$ cat config.mk
export PLATFORM = sky130hd
export DESIGN_NAME = gbs_front
export DESIGN_NICKNAME = d
export VERILOG_FILES = /design/src/rtl/core/gbs_pkg.sv /design/src/rtl/core/gbs_front.sv
export SDC_FILE = /design/constraint.sdc
export NUM_CORES = 1
export LEC_CHECK = 0
export ABC_AREA = 1
export ABC_CLOCK_PERIOD_IN_PS = 2920
export BUFFER_PORTS_ARGS = -buffer_cell sky130_fd_sc_hd__buf_2
export CORE_ASPECT_RATIO = 1.1
export CORE_MARGIN = 1.5
export CORE_UTILIZATION = 39
export DETAILED_ROUTE_END_ITERATION = 16
export PLACE_DENSITY = 0.87
export RECOVER_POWER = 25
export SLEW_MARGIN = 40
export SYNTH_ARGS = -nofsm -noshare
export SYNTH_HDL_FRONTEND = slang
export SYNTH_SLANG_ARGS = --single-unit
$ cat constraint.sdc
create_clock -name clk -period 2.92 [get_ports clk]
set_input_delay 0.438 -clock clk [delete_from_list [all_inputs] [get_ports clk]]
set_output_delay 0.438 -clock clk [all_outputs]
set_load 0.1 [all_outputs]
$ cat src/rtl/core/gbs_pkg.sv
// Shared types and constants for the grid bilinear sampler.
`default_nettype none
package gbs_pkg;

  localparam int MAX_COLS   = 64;
  localparam int MAX_ROWS   = 64;
  localparam int FRAC_BITS  = 8;
  localparam int DATA_W     = 16;
  localparam int CFG_W      = 7;
  localparam int COL_W      = $clog2(MAX_COLS);
  localparam int ROW_W      = $clog2(MAX_ROWS);
  localparam int CELL_W     = 3 * DATA_W;
  localparam int NUM_CH     = 3;
  localparam int NUM_BANKS  = 4;
  localparam int BANK_AW    = COL_W + ROW_W - 2;
  localparam int BANK_DEPTH = 1 << BANK_AW;
  localparam int QUEUE_DEPTH = 4;
  localparam int QPTR_W     = $clog2(QUEUE_DEPTH);

  localparam logic REQ_WRITE  = 1'b0;
  localparam logic REQ_SAMPLE = 1'b1;

  localparam logic CFG_IDX_WIDTH  = 1'b0;
  localparam logic CFG_IDX_HEIGHT = 1'b1;

  localparam logic [CFG_W-1:0] CFG_RESET_COLS = CFG_W'(MAX_COLS);
  localparam logic [CFG_W-1:0] CFG_RESET_ROWS = CFG_W'(MAX_ROWS);
  localparam logic [CFG_W-1:0] CFG_MIN        = CFG_W'(2);

  // One queued operation: a cell write, or a sample resolved to cell and weights
  typedef struct packed {
    logic                  req_type;
    logic [COL_W-1:0]      col;
    logic [ROW_W-1:0]      row;
    logic [FRAC_BITS-1:0]  frac_x;
    logic [FRAC_BITS-1:0]  frac_y;
    logic [CELL_W-1:0]     data;
  } gbs_entry_t;

endpackage
`default_nettype wire

$ cat src/rtl/core/gbs_front.sv
// Front half: grid size registers, position clamp and split into cell and weight.
`default_nettype none
module gbs_front (
  input  wire logic                          clk,
  input  wire logic                          rst,
  input  wire logic                          cfg_we,
  input  wire logic                          cfg_index,
  input  wire logic [gbs_pkg::CFG_W-1:0]     cfg_data,
  input  wire logic                          req_type,
  input  wire logic [gbs_pkg::COL_W-1:0]     cell_col,
  input  wire logic [gbs_pkg::ROW_W-1:0]     cell_row,
  input  wire logic signed [gbs_pkg::DATA_W-1:0] write_density,
  input  wire logic signed [gbs_pkg::DATA_W-1:0] write_vel_x,
  input  wire logic signed [gbs_pkg::DATA_W-1:0] write_vel_y,
  input  wire logic signed [gbs_pkg::DATA_W-1:0] pos_x,
  input  wire logic signed [gbs_pkg::DATA_W-1:0] pos_y,
  output gbs_pkg::gbs_entry_t                entry
);
  import gbs_pkg::*;

  localparam int PX_W = COL_W + FRAC_BITS;
  localparam int PY_W = ROW_W + FRAC_BITS;

  logic [CFG_W-1:0] grid_width;
  logic [CFG_W-1:0] grid_height;
  logic [CFG_W-1:0] cfg_sat;
  logic [PX_W-1:0]  px;
  logic [PY_W-1:0]  py;

  function automatic logic [CFG_W-1:0] sat_size(input logic [CFG_W-1:0] v,
                                                input logic [CFG_W-1:0] hi);
    logic [CFG_W-1:0] r;
    r = v;
    if (r < CFG_MIN) r = CFG_MIN;
    if (r > hi) r = hi;
    return r;
  endfunction

  // Clamp a signed coordinate to [0, (size-1) << FRAC_BITS]
  function automatic logic [DATA_W-2:0] clamp_pos(input logic signed [DATA_W-1:0] p,
                                                  input logic [CFG_W-1:0] size);
    logic [DATA_W-2:0] hi;
    logic [DATA_W-2:0] r;
    hi = (DATA_W-1)'({size - 1'b1, {FRAC_BITS{1'b0}}});
    if (p[DATA_W-1]) r = '0;
    else if (p[DATA_W-2:0] > hi) r = hi;
    else r = p[DATA_W-2:0];
    return r;
  endfunction

  assign cfg_sat = sat_size(cfg_data, (cfg_index == CFG_IDX_WIDTH) ?
                            CFG_RESET_COLS : CFG_RESET_ROWS);

  always_ff @(posedge clk) begin
    if (rst) begin
      grid_width  <= CFG_RESET_COLS;
      grid_height <= CFG_RESET_ROWS;
    end else if (cfg_we) begin
      case (cfg_index)
        CFG_IDX_WIDTH:  grid_width  <= cfg_sat;
        CFG_IDX_HEIGHT: grid_height <= cfg_sat;
        default: ;
      endcase
    end
  end

  assign px = PX_W'(clamp_pos(pos_x, grid_width));
  assign py = PY_W'(clamp_pos(pos_y, grid_height));

  always_comb begin
    entry.req_type = req_type;
    entry.data     = {write_density, write_vel_x, write_vel_y};
    if (req_type == REQ_SAMPLE) begin
      entry.col    = px[PX_W-1:FRAC_BITS];
      entry.row    = py[PY_W-1:FRAC_BITS];
      entry.frac_x = px[FRAC_BITS-1:0];
      entry.frac_y = py[FRAC_BITS-1:0];
    end else begin
      entry.col    = cell_col;
      entry.row    = cell_row;
      entry.frac_x = '0;
      entry.frac_y = '0;
    end
  end

endmodule
`default_nettype wire

# ---- After elaboration in Yosys (flattened, before gate mapping)
# Cells that the tools add are included.
dict set report classes {
  n_reduce_logical 2
  addsub 2
  bitwise 1
  muxes 7
  n_lt_le_gt_ge 4
}
# cell count
set op_table {}
lappend op_table {{two-way mux 14 bit} 4}
lappend op_table {{greater-than comparator 15 bit} 2}
lappend op_table {{two-way mux 28 bit} 1}
lappend op_table {{two-way mux 7 bit} 2}
lappend op_table {{subtractor 7 x 1 -> 7 bit (second input constant)} 2}
lappend op_table {{greater-than comparator 7 bit (second input constant)} 1}
lappend op_table {{less-than comparator 7 x 2 -> 1 bit (second input constant)} 1}
lappend op_table {{AND reduction 2 bit} 2}
lappend op_table {{NOT 1 bit} 1}
dict set report word_totals {
  word_cells 18
  in_bits 104
  output_inout_bits 77
  reg_bits 14
}

# ---- Depth between registers and ports, before layout
# Gate-level depths: netlist (run 1).
dict set report logic_depth {
  ltp_word 5
  depth_mapped 16
  mapped_depth_nobuf 16
}

# ---- Worst setup path after synthesis (run 1)
# OpenSTA, ideal clock, no wires.
dict set report synth_path {
  kind {reg-to-output}
  from {register grid_height[0]}
  to {output entry[48] in the netlist's numbering}
  required_ns 2.482
  n_path_buf 0
  path_slack_ns -0.634
  arrival_ns 3.116
  path_stages_with_launch 15
  path_cell_list {dfxtp_1 > inv_1 > ha_1 > nand2_1 > nor2_1 > nand3_1 > xor2_1 > ha_1 > nand2_1 > inv_2 > a21oi_2 > nand2_4 > nand2_8 > inv_4 > nor2_1}
}
# item line_no
set synth_lines {}
lappend synth_lines {{from (decl)} gbs_front.sv:25} ;# logic [CFG_W-1:0] grid_height;
lappend synth_lines {{from (signal assigned)} gbs_front.sv:61} ;# CFG_IDX_HEIGHT: grid_height <= cfg_sat;
lappend synth_lines {{to (decl)} gbs_front.sv:17} ;# output gbs_pkg::gbs_entry_t entry

==> out/qor.yml, run 1 <==
use_met3: 0.0871
fin_skew_ns: 0
antennaDiodeCount: 0
placed_cell_area_um2: 2700
max_freq_ghz: 0.340
postSynthAreaPerCell_um2: 6.12
outcome: "complete, but fails checks"
cellLeakagePower_nw: 1.49
syn_nets: 460
place.gp.congestion: 0.897
fin_ws_ns: -0.0192
setup_tns_ns: -0.0643
fp.dieW_um: 72.7
clk_latency_ns: 0.25
synth.most_common_cell: "nand2_1"
yosys.area.top_type: "buf_4"
antenna_found_initial: 0
stdcell_area_um2: 3080
critPathMaxFanout: 8
area_delta_synth_final_pct: 48.1
fin_util: 0.609
min_period_ns: 2.94
wl_um: 6580
initial_core_util: 0.411
setup_viol: 6
cts_sinks: 14
ant_nets: 0
grt_remaining_overflow: 0
cts_tree: "done"
path_class: "reg -> out"
dieArea_um2: 5790
grt.busiest_layer: "met2"
grt_use_met2: 0.372
hp-class: "in -> reg"
num_rows: 27
synth_top_area_frac: 0.180
critPathRequiredTime_ns: 2.48
synth-edff-count: 0
drive_gt1_frac: 0.495
worst_setup_path_start_kind: "register"
dpl.hpwl_um: 5260
grtUsageMet1: 0.203
yosys_warnings: 0
power_mw: 1.42
final_nets: 503
power.density_nw_per_um2: 461
post_synth_num_cell_types: 28
ys_seq_area_frac: 0.135
synthFlopType: "dfxtp_1"
netlist_top_cells_count: "nand2_1 (85), buf_4 (50), nor2_1 (37)"
grt_pass1_wl_um: 9200
vias_per_cell: 5.15
grt_max_degree: 15
clk_pin_slew_ns: 0.06
cts_buffers: 3
cap_viol_max_count: 0
grt_use_total: 0.203
final.period_utilization: 1.01
async_flop_share: 0
postCtsHoldBufs: 0
synth_seq_cells: 14
cts_max_path_buffers: 2
finalMaxSlewViolations: 0
first_iter_violations: 45
synth_area_um2: 2080
syn_inst: 340
tightest_slew_ns: 0.592
rsz0062_at_grt: "yes"
grt_pass1_vias: 1987
design.core.area_um2: 5070
cts_root_buf: "clkbuf_8"
slew_headroom: 0.604
drcViolationCount: 0
end_kind: "output port"
wl_per_cell_um: 15.0
worstPathArrival_ns: 2.50
ios: 181
ir_drop_mv: 0.229
yosys-top-cells-area: "buf_4 (18%), nand2_1 (15%), dfxtp_1 (13%)"
pre_cts_slack_ns: 0.0986
io_buffer_count: 84
hold_viol: 0
drtPass1Iterations: 4
violations: "negative setup slack"
vias: 2264
die_height_um: 79.6
h-tree-depth: 1
cells by family after synthesis:
family,share of synthesized area
adders and majority gates,0.0962
and+or+nand+nor,0.396
AOI/OAI and AO/OA,0.0901
xor gates and xnor gates,0.0210
DFF,0.135
buffers and inverters,0.262
cell type report:
cell class | instances | area [um2]
Clock buffer | 4 | 55.1
Fill cell | 412 | 1980
Inverter | 38 | 168
Multi-Input combinational cell | 234 | 1600
Sequential cell | 14 | 285
Tap cell | 58 | 72.6
Timing Repair Buffer | 92 | 901
routing by layer:
| metal | up-vias | wire [um] | part of all wire |
|---|---|---|---|
| li1 | 1115 | - | - |
| met1 | 1023 | 2340 | 0.35 |
| met2 | 117 | 3390 | 0.52 |
| met3 | 9 | 719 | 0.11 |
| met4 | 0 | 133 | 0.020 |
| met5 | - | 0 | 0 |
layout by cell type, fill, tap and decap left out, types with 13 or more instances in the layout:
cell type / netlist / final
a21oi_1: 14 / 14
nand2_2: 9 / 27
buf_12: 0 / 28
o21ai_0: 13 / 13
inv_1: 33 / 29
nor2_4: 2 / 19
nor2_1: 37 / 19
nand3_1: 33 / 18
nand3_2: 0 / 15
buf_2: 2 / 56
nand2_1: 85 / 63
ha_1: 16 / 14
flip-flops by register name (all words and copies together), names as in the netlist:
register / flops
grid_width: 7
grid_height: 7
final timing paths:
path / from / end / slack (ns) / cells past startpoint
setup reg to reg: grid_width[4] / grid_width[4] / 2.08 / 2
setup / recovery: grid_height[0] / entry[54] / -0.02 / 16
hold / removal: cfg_data[3] / grid_width[3] / 0.49 / 3
hold reg to reg: grid_width[6] / grid_width[6] / 0.51 / 2
critical path, cell delays in order (launching register included):
cell	delay, ns
dfxtp_2	0.33
inv_2	0.07
ha_4	0.15
nand2_4	0.05
nor2_4	0.09
nand3_2	0.07
xor2_1	0.14
ha_1	0.31
nand2_2	0.07
inv_2	0.09
nand2_2	0.07
nor2_4	0.13
nand2_4	0.10
nand2_8	0.14
clkinv_8	0.11
nor2_4	0.14
buf_12	0.18
what timing repair did:
| action | CTS | global route |
|---|---|---|
| buffers inserted | 1 | 5 |
| pin swaps | 8 | 32 |
| setup endpoints to repair | 28 | 28 |
| hold endpoints to repair | 0 | 0 |
| gates resized for setup | 26 | 47 |
through the flow:
stage | hold WS (ns) | cells
after floorplan | 0.457 | 340
after global placement | 0.477 | 430
after detailed placement | 0.484 | 430
after CTS | 0.487 | 435
after global routing | 0.506 | 440
final | 0.487 | 440
report_power, final:
group | switching, mW | internal, mW
registers | 0.0160 | 0.204
logic | 0.661 | 0.345
clock network | 0.0746 | 0.120
total | 0.751 | 0.669
Note: power is estimated with default switching activity, not from simulation.
==> run 2: changes to the inputs <==
- CORE_MARGIN: 1.5 -> 4
==> run 2 against run 1 <==
The run now ends clean. Combinational power hardly changed. Critical path depth is 1 lower. Via count is 1.0% lower. First-iteration DRC count is 33% higher. Worst setup slack better by 0.043 ns. Cell count is 3.6% higher. Maximum frequency is 1.5% higher. Final area is 0.61% lower. Critical path type unchanged. Largest cell class unchanged. Highest routed layer unchanged.
==> out/qor.yml, run 2 (synthesis gave the netlist of run 1 again) <==
dieArea_um2: 6570  # +14%
die_height_um: 84.6  # +6.3%
min_period_ns: 2.90  # -0.0428 ns
cellLeakagePower_nw: 1.48  # -0.69%
fin_skew_ns: 0  # unchanged
max_freq_ghz: 0.345  # +1.5%
design.core.area_um2: 5100  # +0.67%
vias_per_cell: 4.91  # -4.5%
antenna_found_initial: 0  # unchanged
cts_buffers: 3  # unchanged
initial_core_util: 0.408  # -0.00272
wl_um: 6530  # -0.76%
io_buffer_count: 84  # unchanged
postCtsHoldBufs: 0  # unchanged
slew_headroom: 0.625  # +0.0206
final_common_cell: "nand2_1"
hold_viol: 0  # unchanged
grt_pass1_wl_um: 9600  # +4.4%
vias: 2241  # -1.0%
ios: 181  # unchanged
antennaDiodeCount: 0  # unchanged
hp-class: "in -> reg"
critPathMaxFanout: 7  # -1
cts_max_path_buffers: 2  # unchanged
cts_root_buf: "clkbuf_8"
grt_remaining_overflow: 0  # unchanged
fp.dieW_um: 77.7  # +6.9%
final_nets: 505  # +0.40%
drtPass1Iterations: 4  # unchanged
rsz0062_at_grt: "yes"
power.density_nw_per_um2: 462  # +0.25%
worstPathArrival_ns: 2.46  # -0.04 ns
grt_use_total: 0.175  # -0.0283
worst_setup_path_start_kind: "register"
pre_cts_slack_ns: 0.0620  # -0.0366 ns
cts_sinks: 14  # unchanged
grt_pass1_vias: 2124  # +6.9%
setup_viol: 0  # -6
critPathRequiredTime_ns: 2.48  # about the same
cap_viol_max_count: 0  # unchanged
cts_tree: "done"
clk_latency_ns: 0.25  # about the same
final.period_utilization: 0.992  # -0.0147
ant_nets: 0  # unchanged
drive_gt1_frac: 0.466  # -0.0286
tightest_slew_ns: 0.561  # -0.0307 ns
num_rows: 27  # unchanged
place.gp.congestion: 0.878  # -2.1%
ir_drop_mv: 0.269  # +17%
cp_common_cell: "nand2_1"
finalMaxSlewViolations: 0  # unchanged
slowest_stage: "dfxtp_4"
placed_cell_area_um2: 2720  # +0.65%
slowest_delay_ns: 0.36  # +0.03 ns
outcome: "complete, no violations"
first_iter_violations: 60  # +33%
grt_max_degree: 15  # unchanged
area_delta_synth_final_pct: 47.2
top_regs: "grid_height x7, grid_width x7"
drcViolationCount: 0  # unchanged
clk_pin_slew_ns: 0.06  # about the same
wl_per_cell_um: 14.3  # -4.2%
setup_tns_ns: 0  # +0.0643 ns
layout_common_cells: "nand2_1 (66), buf_2 (56), inv_1 (30), buf_12 (28)"
path_class: "reg -> out"
h-tree-depth: 1  # unchanged
stdcell_area_um2: 3070  # -0.61%
path_cells: "inv_4, ha_4, nand2_4, nor3_4, xnor2_1, ha_1, nand2_1, nand2_1, a21oi_4, nand2_4, nand2_8, nand2_1, nand3_1, nand2_2, buf_12"
dpl.hpwl_um: 5360  # +2.0%
end_kind: "output port"
fin_ws_ns: 0.0236  # +0.0428 ns
-- run 2: worst max-delay path: cells and delay by family (launching register included) --
family / cells / cell delay (ns)
AO/OA/AOI/OAI: 1 / 0.16
XOR/XNOR: 1 / 0.09
AND/OR/NAND/NOR: 9 / 0.87
adder cells (fa/ha/maj): 2 / 0.48
flip-flops: 1 / 0.36
buffers and inverters: 2 / 0.24
-- run 2: layer usage --
metal | vias to the layer above | wire [um] | track usage
li1 | 1117 | - | -
met1 | 982 | 2330 | 0.184
met2 | 125 | 3410 | 0.336
met3 | 17 | 643 | 0.0451
met4 | 0 | 150 | 0.0518
met5 | - | 0 | 0
-- run 2: power breakdown --
part	internal, mW	switching, mW	total (mW)
clock	0.120	0.0728	0.192
combinational	0.350	0.655	1.00
sequential	0.204	0.0147	0.218
-- run 2: worst paths after layout --
check,startpoint,endpoint,slack (ns),cells after the start
worst max-delay path,grid_width[0],entry[70],0.02,15
worst min-delay path,cfg_data[3],grid_width[3],0.49,3
worst max register to register,grid_width[4],grid_width[4],2.09,2
worst min register to register,grid_height[6],grid_height[6],0.53,2
-- run 2: final cells by class --
type                       instances  area, um2
inverter                          38        158
fill                             434       2040
tap                               72       90.1
multi-input combinational        234       1560
sequential                        14        287
timing repair buffer              94        916
clock buffer                       4       55.1
-- run 2: timing repair --
item,CTS,global route
resized for setup,23,36
pin swaps,9,22
setup endpoints to repair,28,28
setup buffers,5,3
-- run 2: per-stage QoR --
stage,total power [mW],hold WS [ns],util,cells
2_1_floorplan,1.14,0.457,-,340
3_3_place_gp,1.08,0.479,0.533,444
3_5_place_dp,1.10,0.515,0.533,444
4_1_cts,1.35,0.480,0.568,453
5_1_grt,1.49,0.514,0.601,456
6_report,1.42,0.489,0.601,456
