### src/rtl/core/gbs_pkg.sv
// Shared types and constants for the grid bilinear sampler.
`default_nettype none
package gbs_pkg;

  localparam int MAX_COLS   = 64;
  localparam int MAX_ROWS   = 64;
  localparam int FRAC_BITS  = 8;
  localparam int DATA_W     = 16;
  localparam int CFG_W      = 7;
  localparam int COL_W      = $clog2(MAX_COLS);
  localparam int ROW_W      = $clog2(MAX_ROWS);
  localparam int CELL_W     = 3 * DATA_W;
  localparam int NUM_CH     = 3;
  localparam int NUM_BANKS  = 4;
  localparam int BANK_AW    = COL_W + ROW_W - 2;
  localparam int BANK_DEPTH = 1 << BANK_AW;
  localparam int QUEUE_DEPTH = 4;
  localparam int QPTR_W     = $clog2(QUEUE_DEPTH);

  localparam logic REQ_WRITE  = 1'b0;
  localparam logic REQ_SAMPLE = 1'b1;

  localparam logic CFG_IDX_WIDTH  = 1'b0;
  localparam logic CFG_IDX_HEIGHT = 1'b1;

  localparam logic [CFG_W-1:0] CFG_RESET_COLS = CFG_W'(MAX_COLS);
  localparam logic [CFG_W-1:0] CFG_RESET_ROWS = CFG_W'(MAX_ROWS);
  localparam logic [CFG_W-1:0] CFG_MIN        = CFG_W'(2);

  // One queued operation: a cell write, or a sample resolved to cell and weights
  typedef struct packed {
    logic                  req_type;
    logic [COL_W-1:0]      col;
    logic [ROW_W-1:0]      row;
    logic [FRAC_BITS-1:0]  frac_x;
    logic [FRAC_BITS-1:0]  frac_y;
    logic [CELL_W-1:0]     data;
  } gbs_entry_t;

endpackage
`default_nettype wire

### src/rtl/core/gbs_queue.sv
// Short FIFO between the front and back halves of the sampler.
`default_nettype none
module gbs_queue (
  input  wire logic               clk,
  input  wire logic               rst,
  input  wire logic               push,
  input  wire gbs_pkg::gbs_entry_t push_entry,
  input  wire logic               pop,
  output gbs_pkg::gbs_entry_t     head,
  output logic                    empty,
  output logic                    full
);
  import gbs_pkg::*;

  gbs_entry_t          slots [QUEUE_DEPTH];
  logic [QPTR_W-1:0]   wr_ptr;
  logic [QPTR_W-1:0]   rd_ptr;
  logic [QPTR_W:0]     count;
  logic                do_push;
  logic                do_pop;

  assign empty   = (count == '0);
  assign full    = (count == (QPTR_W+1)'(QUEUE_DEPTH));
  assign do_push = push && !full;
  assign do_pop  = pop && !empty;
  assign head    = slots[rd_ptr];

  always_ff @(posedge clk) begin
    if (rst) begin
      wr_ptr <= '0;
      rd_ptr <= '0;
      count  <= '0;
    end else begin
      if (do_push) wr_ptr <= wr_ptr + 1'b1;
      if (do_pop) rd_ptr <= rd_ptr + 1'b1;
      case ({do_push, do_pop})
        2'b10:   count <= count + 1'b1;
        2'b01:   count <= count - 1'b1;
        default: count <= count;
      endcase
    end
  end

  always_ff @(posedge clk) begin
    if (do_push) slots[wr_ptr] <= push_entry;
  end

endmodule
`default_nettype wire

### config.mk
export PLATFORM = sky130hd
export DESIGN_NAME = gbs_queue
export DESIGN_NICKNAME = d
export VERILOG_FILES = /design/src/rtl/core/gbs_pkg.sv /design/src/rtl/core/gbs_queue.sv
export SDC_FILE = /design/constraint.sdc
export NUM_CORES = 1
export LEC_CHECK = 0
export BUFFER_PORTS_ARGS = -buffer_cell sky130_fd_sc_hd__buf_4
export CAP_MARGIN = 20
export CORE_ASPECT_RATIO = 0.75
export CORE_MARGIN = 2
export CORE_UTILIZATION = 40
export CTS_CLUSTER_DIAMETER = 40
export CTS_CLUSTER_SIZE = 25
export DETAILED_ROUTE_END_ITERATION = 7
export GPL_ROUTABILITY_DRIVEN = 0
export PLACE_DENSITY_LB_ADDON = 0.08
export SLEW_MARGIN = 20
export SYNTH_ARGS = -nofsm -noshare
export SYNTH_HDL_FRONTEND = slang
export SYNTH_SLANG_ARGS = --single-unit
### constraint.sdc
create_clock -name clk -period 3.4 [get_ports clk]
set_clock_uncertainty 0.15 [all_clocks]
set_input_delay 0.51 -clock clk [delete_from_list [all_inputs] [get_ports clk]]
set_output_delay 0.51 -clock clk [all_outputs]
set_load 0.02 [all_outputs]
Word-level counts from Yosys, hierarchy flattened --
Memories as Yosys holds them, arrays and structs flattened. A register that Yosys moved wholly into a read port is not among the register bits. Cells that the tools add are included.
Storage, ports and cells: bits in registers 7, RAM bits 308, input port bits 81, output and inout port bits 79, memories 1
Memories:
- slots | depth 4, bits a word 77, rd ports 1, clocked after memory_dff 1, write ports 1, RTL line gbs_queue.sv:15 | gbs_entry_t slots [QUEUE_DEPTH];
Operators by class: add/sub/neg operators 4, eq/ne operators 3, muxes and demuxes 5, reduce and logical (&&, ||, !) cells 6
Operators with widths (count):
- one-hot mux 3 bit (2 select lines) | 1
- adder 2 x 1 -> 2 bit (second input constant) | 2
- 2-to-1 mux 2 bit | 2
- adder 3 x 1 -> 3 bit (second input constant) | 1
- equality test 3 bit (second input constant) | 1
- logical NOT 3 bit | 1
- subtractor 3 x 1 -> 3 bit (second input constant) | 1
- equality test 2 x 1 -> 1 bit (second input constant) | 1
- equality test 2 bit (second input constant) | 1
- logical AND 1 bit | 2
- logical NOT 1 bit | 2
- 2-to-1 mux 1 bit | 2
- nonzero test 2 bit | 1

Logic depth before layout (Yosys ltp) --
Gate-level depths: netlist of the first run.
depth after elaboration 5, depth in mapped cells 9, depth with buffers taken out 9

Worst setup path before layout of the first run --
No wires, ideal clock.
kind reg2reg, from register count[2], to memory slots[2][0] (netlist name), enable pin, library setup time 0.444 ns, arrival 2.640 ns, data required time 2.806 ns, slack 0.166 ns, cell stages (with the launch flop) 4, buffers on the path 0, clock period less this slack 3.234 ns, cell sequence dfxtp_1 > nor3b_1 > nor2_1 > and2_1
Between the ends: word-level cells in the longest chain between the ends 5
RTL lines:
- start: declaration | RTL line gbs_queue.sv:18 | logic [QPTR_W:0] count;
- start signal: assignment | RTL line gbs_queue.sv:37 | 2'b10: count <= count + 1'b1;
- start signal: assignment | RTL line gbs_queue.sv:38 | 2'b01: count <= count - 1'b1;
- start signal: assignment | RTL line gbs_queue.sv:39 | default: count <= count;
- equality test 3 bit | RTL line gbs_queue.sv:23 | assign full = (count == (QPTR_W+1)'(QUEUE_DEPTH));
- via full | RTL line gbs_queue.sv:11 | output logic full
- logical NOT 1 bit | RTL line gbs_queue.sv:24 | assign do_push = push && !full;
- logical AND 1 bit | RTL line gbs_queue.sv:24
- 2-to-1 mux 1 bit | RTL line gbs_queue.sv:45 | if (do_push) slots[wr_ptr] <= push_entry;
- 2-to-1 mux 1 bit (implied by the code) | RTL line gbs_queue.sv:45
- end: declaration | RTL line gbs_queue.sv:15
The timed path passes the listed nets, and every way through them passes these cells.

==> results.json, run 1 <==
{
  "synth_commonest_cells": "edfxtp_1, mux4_2, dfxtp_1",
  "synth_top_area_cell": "edfxtp_1",
  "r2r_end": "count[2]$_SDFFE_PP0P_",
  "p_leak_nw": 4.92,
  "swShare_pct": 27.6,
  "coreArea_sq_um": 28300,
  "period_needed_ps": 2950,
  "wl_per_cell_um": 21.1,
  "syn_area_per_cell_sq_um": 25.4,
  "portBuffers": 159,
  "finalHoldViolations": 0,
  "synth-seq-area-share_pct": 81.2,
  "cts.clk_slew.worst_paths_ps": 60,
  "synth_cells": 457,
  "worst-path-max-fanout": 25,
  "criticalPathCategory": "flop to output pin",
  "power_density_nw_per_um2": 798,
  "cts_setup_buffers": 0,
  "cts_root_buf": "clkbuf_16",
  "clock_latency_ps": 520,
  "yosysWarnings": 0,
  "clock_sinks": 317,
  "via_count": 5319,
  "synth_flop_cell": "edfxtp_1",
  "fin_tns_setup_ps": 0,
  "maxSlewHeadroom_pct": 61.6,
  "hp-class": "input pin to flop",
  "drv_slew": 0,
  "die_area_sq_um": 30400,
  "vias_per_cell": 4.99,
  "r2r_slack_ps": 770,
  "worst_slack_ps": 445,
  "pre_cts_ws_ps": 820,
  "rsz0062_at_grt": "false",
  "io_pins": 160,
  "async_reset_ff_share_pct": 0,
  "area_delta_synth_final_pct": 25.8,
  "p_comb_share_pct": 24.4,
  "syn-num-nets": 544,
  "cts_tree": "done",
  "drc": 0,
  "clk_path_buf_depth": 3,
  "die_w_um": 201,
  "clockPowerShare_pct": 33.9,
  "cts_resized": 0,
  "dr.pass1.iters": 4,
  "period_share_pct": 86.9,
  "globalRouteOverflowTotal": 0,
  "grt_max_degree": 38,
  "netlist_top_cells_area": "edfxtp_1, mux4_2, dfxtp_1, buf_12, ha_1",
  "finalPower_mw": 11.6,
  "die_h_um": 152,
  "fin_util_pct": 51.6,
  "drv_cap": 0,
  "synth_edf_count": 308,
  "status": "completed",
  "hold_buffers": 0,
  "htree_levels": 2,
  "seq_power_share_pct": 41.7,
  "worst_hold_path.num_cells": 1,
  "cp.arrival_ps": 2290,
  "clock.fmax_mhz": 338,
  "antenna_found_initial": 0,
  "required_ps": 2740,
  "netlist_area_sq_um": 11600,
  "r2r-start": "count[2]$_SDFFE_PP0P_",
  "initialDrtViolationCount": 284,
  "ys_ff_latch": 317,
  "final_cells": 1066,
  "critPathLaunchType": "flop",
  "postRouteAntennaNets": 0,
  "hp-start": "push_entry[16]",
  "dp_cells": 998,
  "end_kind": "output pin",
  "grt_pass1_wl_mm": 34.1,
  "synthMostInstantiatedCell": "edfxtp_1",
  "grt_pass1_vias": 5975,
  "internal_power_mw": 8.44,
  "drive_above_1_share_pct": 46.5,
  "ys_types": 24,
  "synth.top_cell.area_share_pct": 79.6,
  "cts_made_buffers": 38,
  "wl_mm": 22.5,
  "diodes": 0,
  "worst_pin_slew_ps": 576,
  "track_usage_pct": 15.0,
  "reg2reg_depth": 9,
  "place_hpwl_mm": 13.7,
  "min_to": "slots[2][16]$_DFFE_PP_",
  "irDropWorstVdd_mv": 0.404,
  "rows": 53,
  "nets": 740,
  "setup_viol_count_final": 0,
  "power.switching_mw": 3.21,
  "start_util_pct": 41.0
}
-- layout by cell type, fill, tap and decap left out, types with 3 or more instances in the layout --
cell          n
buf_12        7
or3_1         3
edfxtp_1    308
inv_1         8
ha_1          5
nor2_1        6
dfxtp_1       7
o21ai_0       3
a21oi_1       4
xor2_1        3
buf_4       168
inv_6         5
clkinvlp_4    3
clkbuf_16    41
mux4_2       77
clkinv_4      4
clkinv_1      8
and2_4        4
-- registers in the layout (all words and copies together), names as in the netlist, named ones only --
name	cells
count	3
rd_ptr	2
slots	308
wr_ptr	2
-- critical path, stage by stage (launching register included) --
cell and delay, ps:
dfxtp_4 710, buf_4 340, mux4_2 530, buf_4 170
-- power by group through the flow --
stage	clock network [mW]	logic [mW]	registers, mW
6_report	3.94	2.85	4.86
5_1_grt	4.20	3.04	4.90
4_1_cts	4.05	2.92	4.87
3_5_place_dp	0	2.91	4.95
3_3_place_gp	0	2.90	4.93
2_1_floorplan	0	1.95	4.83
-- cells by family after synthesis --
family                     count (synthesis)  share of synthesized area, %
AOI/OAI and AO/OA                          8                         0.366
xor gates and xnor gates                   3                         0.226
adders and majority gates                  6                         0.711
buffers and inverters                     27                          1.68
DFF                                      317                          81.2
muxes                                     78                          15.0
and+or+nand+nor                           18                         0.819
-- per-layer routing --
metal,routed length (um),global-route usage [%]
met2,11100,25.1
met3,1570,5.07
met4,381,4.52
met5,0,0
met1,9390,18.9
-- how the worst max path moves through the flow --
stage / start / endpoint / cells after the start
4_1_cts: flop / head[15] / 3
5_1_grt: flop / head[15] / 3
3_3_place_gp: flop / head[59] / 3
3_5_place_dp: count[2]$_SDFFE_PP0P_ / count[2]$_SDFFE_PP0P_ / 9
2_1_floorplan: count[2]$_SDFFE_PP0P_ / slots[2][0]$_DFFE_PP_ / 3
6_report: flop / head[65] / 3
-- layout make-up --
| cell class | count | area, sq um |
|---|---|---|
| fillers | 2270 | 13700 |
| flip-flops and latches | 317 | 9440 |
| multi-input cells | 113 | 2000 |
| repair buffers | 175 | 1400 |
| clock buffers | 43 | 1040 |
| well taps | 385 | 482 |
| clock inverters | 25 | 213 |
| inverters | 8 | 30.0 |
-- metrics by stage --
step / instance area, sq um / hold WS (ps)
2_1_floorplan: 11600 / 309
3_3_place_gp: 13400 / 306
3_5_place_dp: 13400 / 351
4_1_cts: 14600 / 12.6
5_1_grt: 14600 / 16.1
6_report: 14600 / 40.2
Note: power is estimated with default switching activity, not from simulation.
==> run 2: changes to the inputs <==
- ABC_AREA: unset -> 1
==> run 2 against run 1 <==
Net effect:
- power rose by 2.0%
- critical path type unchanged
- largest power group unchanged
- synthesized cell count increased by 78%
- sequential share of layout area is 1.2 points lower
- combinational power rose by 4%
- worst setup slack better by 220 ps
==> results.json, run 2 <==
{
  "status": "completed",
  "place_hpwl_mm": 14.4,
  "nets": 1069,
  "grt_pass1_wl_mm": 40.6,
  "r2r_slack_ps": 1140,
  "cts_made_buffers": 38,
  "period_share_pct": 80.4,
  "coreArea_sq_um": 29200,
  "largest_reg_flops": 308,
  "yosysWarnings": 0,
  "netlist_area_sq_um": 11900,
  "clock.fmax_mhz": 366,
  "die_h_um": 153,
  "dr.pass1.iters": 4,
  "end_kind": "output pin",
  "syn_area_per_cell_sq_um": 14.6,
  "area_delta_synth_final_pct": 24.9,
  "drc": 0,
  "ys_ff_latch": 317,
  "netlist_top_cells_area": "edfxtp_1, o21ai_0, nor2_1, o22ai_1, dfxtp_1",
  "m1WireLength_mm": 11.9,
  "drv_cap": 0,
  "required_ps": 2740,
  "final-seq-area_sq_um": 9430,
  "rsz0062_at_grt": "false",
  "cts_tree": "done",
  "top_regs": "slots: 308 flops, count: 3 flops",
  "synth_flop_cell": "edfxtp_1",
  "cts_root_buf": "clkbuf_16",
  "drv_slew": 0,
  "wl_mm": 26.1,
  "setup_viol_count_final": 0,
  "synth_edf_count": 308,
  "multi_input_area_sq_um": 2100,
  "dp_cells": 1334,
  "globalRouteOverflowTotal": 0,
  "ys_types": 22,
  "die_w_um": 203,
  "grt_max_degree": 97,
  "top_layer_used": "met4",
  "fin_hold_ws_ps": 36.4,
  "layout_commonest_cell": "edfxtp_1",
  "syn-num-nets": 901,
  "met2_length_mm": 12.1,
  "grt_pass1_vias": 7056,
  "synth.top_cell.area_share_pct": 77.7,
  "track_usage_pct": 16.9,
  "drive_above_1_share_pct": 24.8,
  "synthMostInstantiatedCell": "edfxtp_1",
  "power_density_nw_per_um2": 799,
  "synth_commonest_cells": "edfxtp_1, nor2_1, o21ai_0",
  "via_count": 7013,
  "hp-class": "input pin to flop",
  "postPlaceCellArea_sq_um": 13500,
  "async_reset_ff_share_pct": 0,
  "io_pins": 160,
  "cts_resized": 0,
  "maxSlewHeadroom_pct": 58.0,
  "wl_per_cell_um": 18.6,
  "clock_latency_ps": 520,
  "synth-seq-area-share_pct": 79.2,
  "cts.clk_slew.worst_paths_ps": 60,
  "clock_sinks": 317,
  "synth_top_area_cell": "edfxtp_1",
  "final_area_sq_um": 14900,
  "fillers": 2534,
  "finalHoldViolations": 0,
  "rows": 54,
  "diodes": 0,
  "criticalPathCategory": "flop to output pin",
  "most-common-layout-cells": "edfxtp_1, buf_4, nor2_1",
  "largest-register": "slots",
  "htree_levels": 2,
  "clk_path_buf_depth": 3,
  "cts_setup_buffers": 0,
  "p_leak_nw": 5.23,
  "final_cells": 1403,
  "vias_per_cell": 5.00,
  "irDropWorstVdd_mv": 0.369,
  "hold_buffers": 0,
  "cp.arrival_ps": 2070,
  "finalPower_mw": 11.9,
  "start_util_pct": 40.8,
  "antenna_found_initial": 0,
  "critPathLaunchType": "flop",
  "period_needed_ps": 2730,
  "worst_pin_slew_ps": 630,
  "worst-path-max-fanout": 58,
  "fin_util_pct": 50.9,
  "wl_met3_mm": 1.70,
  "die_area_sq_um": 31200,
  "synth_cells": 814,
  "postRouteAntennaNets": 0,
  "initialDrtViolationCount": 390,
  "portBuffers": 159
}
==> run 2: changes by cell type after synthesis, moves of 5 or more <==
cell / previous run / this run
buf_6: 1 / 10
clkbuf_1: 4 / 15
clkbuf_2: 0 / 7
inv_1: 8 / 18
mux4_2: 77 / 0
nand2_1: 1 / 15
nand3_1: 0 / 5
nor2_1: 6 / 164
o21ai_0: 3 / 151
o21ai_1: 0 / 5
o22ai_1: 0 / 76
==> run 2: final cells by class <==
class	instances	share of cell area, %
clock buffers	46	7.23
clock inverters	23	1.81
inverters	20	0.555
multi-input cells	428	14.1
flip-flops and latches	317	63.4
well taps	392	3.30
repair buffers	177	9.52
==> run 2: kinds of logic (layout without fill, tap and decap cells) <==
group                    count (synthesis)  after routing  share of synthesized area (%)
AO/OA/AOI/OAI                          238            238                           10.9
adder cells (fa/ha/maj)                  6              6                          0.694
buffers and inverters                   69            266                           3.35
flip-flops                             317            317                           79.2
AND/OR/NAND/NOR                        184            184                           5.86
==> run 2: per-layer routing <==
metal  vias to the layer above  GRT usage [%]
met3                        40           4.97
met5                         -              0
met2                       148           26.5
li1                       3391              -
met1                      3434           22.9
met4                         0           5.01
==> run 2: critical path: stages, from the launching register on <==
cell and delay [ps]:
dfxtp_4 390, buf_4 490, o21ai_0 180, o22ai_1 250, buf_4 190
==> run 2: path summary, 6_finish.rpt <==
check / startpoint / cells after the start / endpoint
worst max-delay path: flop / 4 / head[18]
worst min-delay path: push_entry[67] / 1 / slots[2][67]$_DFFE_PP_
worst max register to register: count[1]$_SDFFE_PP0P_ / 12 / count[2]$_SDFFE_PP0P_
worst min register to register: rd_ptr[1]$_SDFFE_PP0P_ / 2 / flop
==> run 2: power breakdown <==
group / total [mW] / leakage, nW / internal (mW) / switching (mW)
clock: 4.20 / 0.636 / 2.59 / 1.60
sequential: 4.73 / 2.90 / 4.64 / 0.0912
combinational: 2.95 / 1.70 / 1.04 / 1.91
total: 11.9 / 5.23 / 8.28 / 3.60
==> run 2: metrics by stage <==
step	setup slack (ps)	TNS, ps
2_1_floorplan	-1140	-349600
3_3_place_gp	1090	0
3_5_place_dp	1090	0
4_1_cts	607	0
5_1_grt	473	0
6_report	668	0
==> run 3: changes to the inputs <==
- clock period: 3.4 -> 2.3 ns (I/O delays scaled with it)
==> run 3 against run 2 <==
Net effect:
- worst setup slack got worse by 680 ps
- first-iteration DRC count rose by 33%
- sequential power rose by 48%
- hold slack improved by 330 ps
- clock-buffer cell count fell by 3
- core utilization rose by 7.3 points
- critical path depth rose by 2
- power rose by 67%
- global-route usage rose by 2.9 points
- die area did not move
- the flow now finishes with violations (negative setup slack)
- design area rose by 14%
==> results.json, run 3 (synthesized netlist as in run 2, its figures left out) <==
{
  "status": "complete, but fails checks",
  "violations": "negative setup slack",
  "finalPower_mw": 19.8,
  "crit_chain": "buf_6 -> buf_12 -> clkbuf_16 -> o21ai_2 -> o22ai_2 -> buf_6",
  "wl_mm": 32.8,
  "clock_sinks": 317,
  "die_h_um": 153,
  "die_w_um": 203,
  "grt_pass1_wl_mm": 46.6,
  "rsz0062_at_grt": "true",
  "r2r_end": "count[2]$_SDFFE_PP0P_",
  "r2r_slack_ps": 370,
  "criticalPathCategory": "flop to output pin",
  "io_pins": 160,
  "grt_pass1_vias": 7736,
  "drc": 0,
  "period_needed_ps": 2310,
  "grtUsageMet3_pct": 4.67,
  "finalHoldViolations": 0,
  "grt-busiest-layer": "met2",
  "drive_above_1_share_pct": 31.3,
  "setup_viol_count_final": 5,
  "htree_levels": 2,
  "hp-start": "wr_ptr[0]$_SDFFE_PP0P_",
  "grt_max_degree": 60,
  "largest_reg_flops": 308,
  "use_met2_pct": 30.6,
  "maxSlewHeadroom_pct": 61.7,
  "end_kind": "output pin",
  "cpMostUsedCell": "buf_6",
  "irDropWorstVdd_mv": 0.768,
  "die_area_sq_um": 31200,
  "drv_slew": 0,
  "reg2reg_depth": 12,
  "worst_slack_ps": -10.6,
  "path_buf_inv": 4,
  "rows": 54,
  "coreArea_sq_um": 29200,
  "required_ps": 1800,
  "cts_root_buf": "clkbuf_16",
  "crit_family": "buffers and inverters",
  "top_regs": "slots: 308 flops, count: 3 flops",
  "p_leak_nw": 6.13,
  "antenna_found_initial": 0,
  "cp_num_cells": 6,
  "cp-endpoint": "head[56]",
  "diodes": 0,
  "layout_commonest_cell": "edfxtp_1",
  "postRouteAntennaNets": 0,
  "largest-register": "slots",
  "clock_latency_ps": 530,
  "fin_tns_setup_ps": -27.5,
  "cts_made_buffers": 40,
  "cpMaxStageDelayCell": "dfxtp_4",
  "via_count": 7758,
  "cts.clk_slew.worst_paths_ps": 50,
  "globalRouteOverflowTotal": 0,
  "hp-class": "flop to flop",
  "nets": 1193,
  "drv_cap": 0,
  "vias_per_cell": 5.08,
  "track_usage_pct": 19.9,
  "worst_pin_slew_ps": 573,
  "portBuffers": 159,
  "max_stage_delay_ps": 410,
  "clock.fmax_mhz": 433,
  "r2r-start": "count[0]$_SDFFE_PP0P_",
  "cts_tree": "done",
  "dr.pass1.iters": 4,
  "initialDrtViolationCount": 519,
  "place_hpwl_mm": 15.2,
  "clk_path_buf_depth": 3,
  "area_delta_synth_final_pct": 43.0,
  "most-common-layout-cells": "edfxtp_1, buf_4, nor2_1",
  "use_met1_pct": 28.3,
  "worst-path-max-fanout": 7,
  "start_util_pct": 40.8,
  "period_share_pct": 100,
  "power_density_nw_per_um2": 1160,
  "cp.arrival_ps": 1820,
  "critPathLaunchType": "flop",
  "wl_per_cell_um": 21.5
}
## run 3: per-stage QoR
step	util [%]	instance area, sq um	hold WS (ps)	setup slack, ps	instances
6_report	58.3	17000	367	-10.6	1527
5_1_grt	58.3	17000	391	-68.8	1527
4_1_cts	56.4	16500	368	-36.8	1516
3_5_place_dp	47.1	13700	353	363	1343
3_3_place_gp	47.1	13700	357	371	1343
2_1_floorplan	-	11900	264	-8.85	814
## run 3: worst min-delay path by stage
stage / end / slack (ps) / cells after the start
after global routing: wr_ptr[0]$_SDFFE_PP0P_ / 390 / 2
after global placement: wr_ptr[1]$_SDFFE_PP0P_ / 360 / 2
after CTS: wr_ptr[0]$_SDFFE_PP0P_ / 370 / 2
after floorplan: wr_ptr[0]$_SDFFE_PP0P_ / 260 / 1
final: wr_ptr[0]$_SDFFE_PP0P_ / 370 / 2
after detailed placement: wr_ptr[1]$_SDFFE_PP0P_ / 350 / 2
## run 3: layout make-up
| class | count | area (sq um) |
|---|---|---|
| clock inverters | 28 | 382 |
| clock buffers | 43 | 1030 |
| repair buffers | 295 | 3130 |
| repair inverters | 4 | 52.6 |
| well taps | 392 | 490 |
| multi-input cells | 428 | 2380 |
| fillers | 2363 | 12200 |
| inverters | 20 | 104 |
| flip-flops and latches | 317 | 9440 |
## run 3: worst register-to-register path, delay by kind of cell (launching register included)
family | cells | cell delay (ps)
adder cells (fa/ha/maj) | 2 | 560
buffers and inverters | 2 | 120
flip-flops | 1 | 320
AND/OR/NAND/NOR | 8 | 670
## run 3: where the power goes
group	total (mW)	internal [mW]	leakage (nW)	switching, mW
clock	6.63	4.18	0.678	2.45
sequential	7.01	6.87	2.90	0.144
combinational	6.16	2.58	2.55	3.58
## run 3: layer usage
layer,vias up,part of all wire [%]
li1,3659,-
met3,39,5.8
met2,206,46
met4,0,1.5
met1,3854,47
met5,-,0
## run 3: repair_timing
| action | CTS | global route |
|---|---|---|
| hold buffers | 81 | 0 |
| gates cloned | 11 | 12 |
| pin swaps | 10 | 32 |
| gates resized for setup | 33 | 134 |
| setup buffers | 10 | 0 |
| endpoints found under the hold margin | 317 | 0 |
| setup endpoints to repair | 70 | 75 |
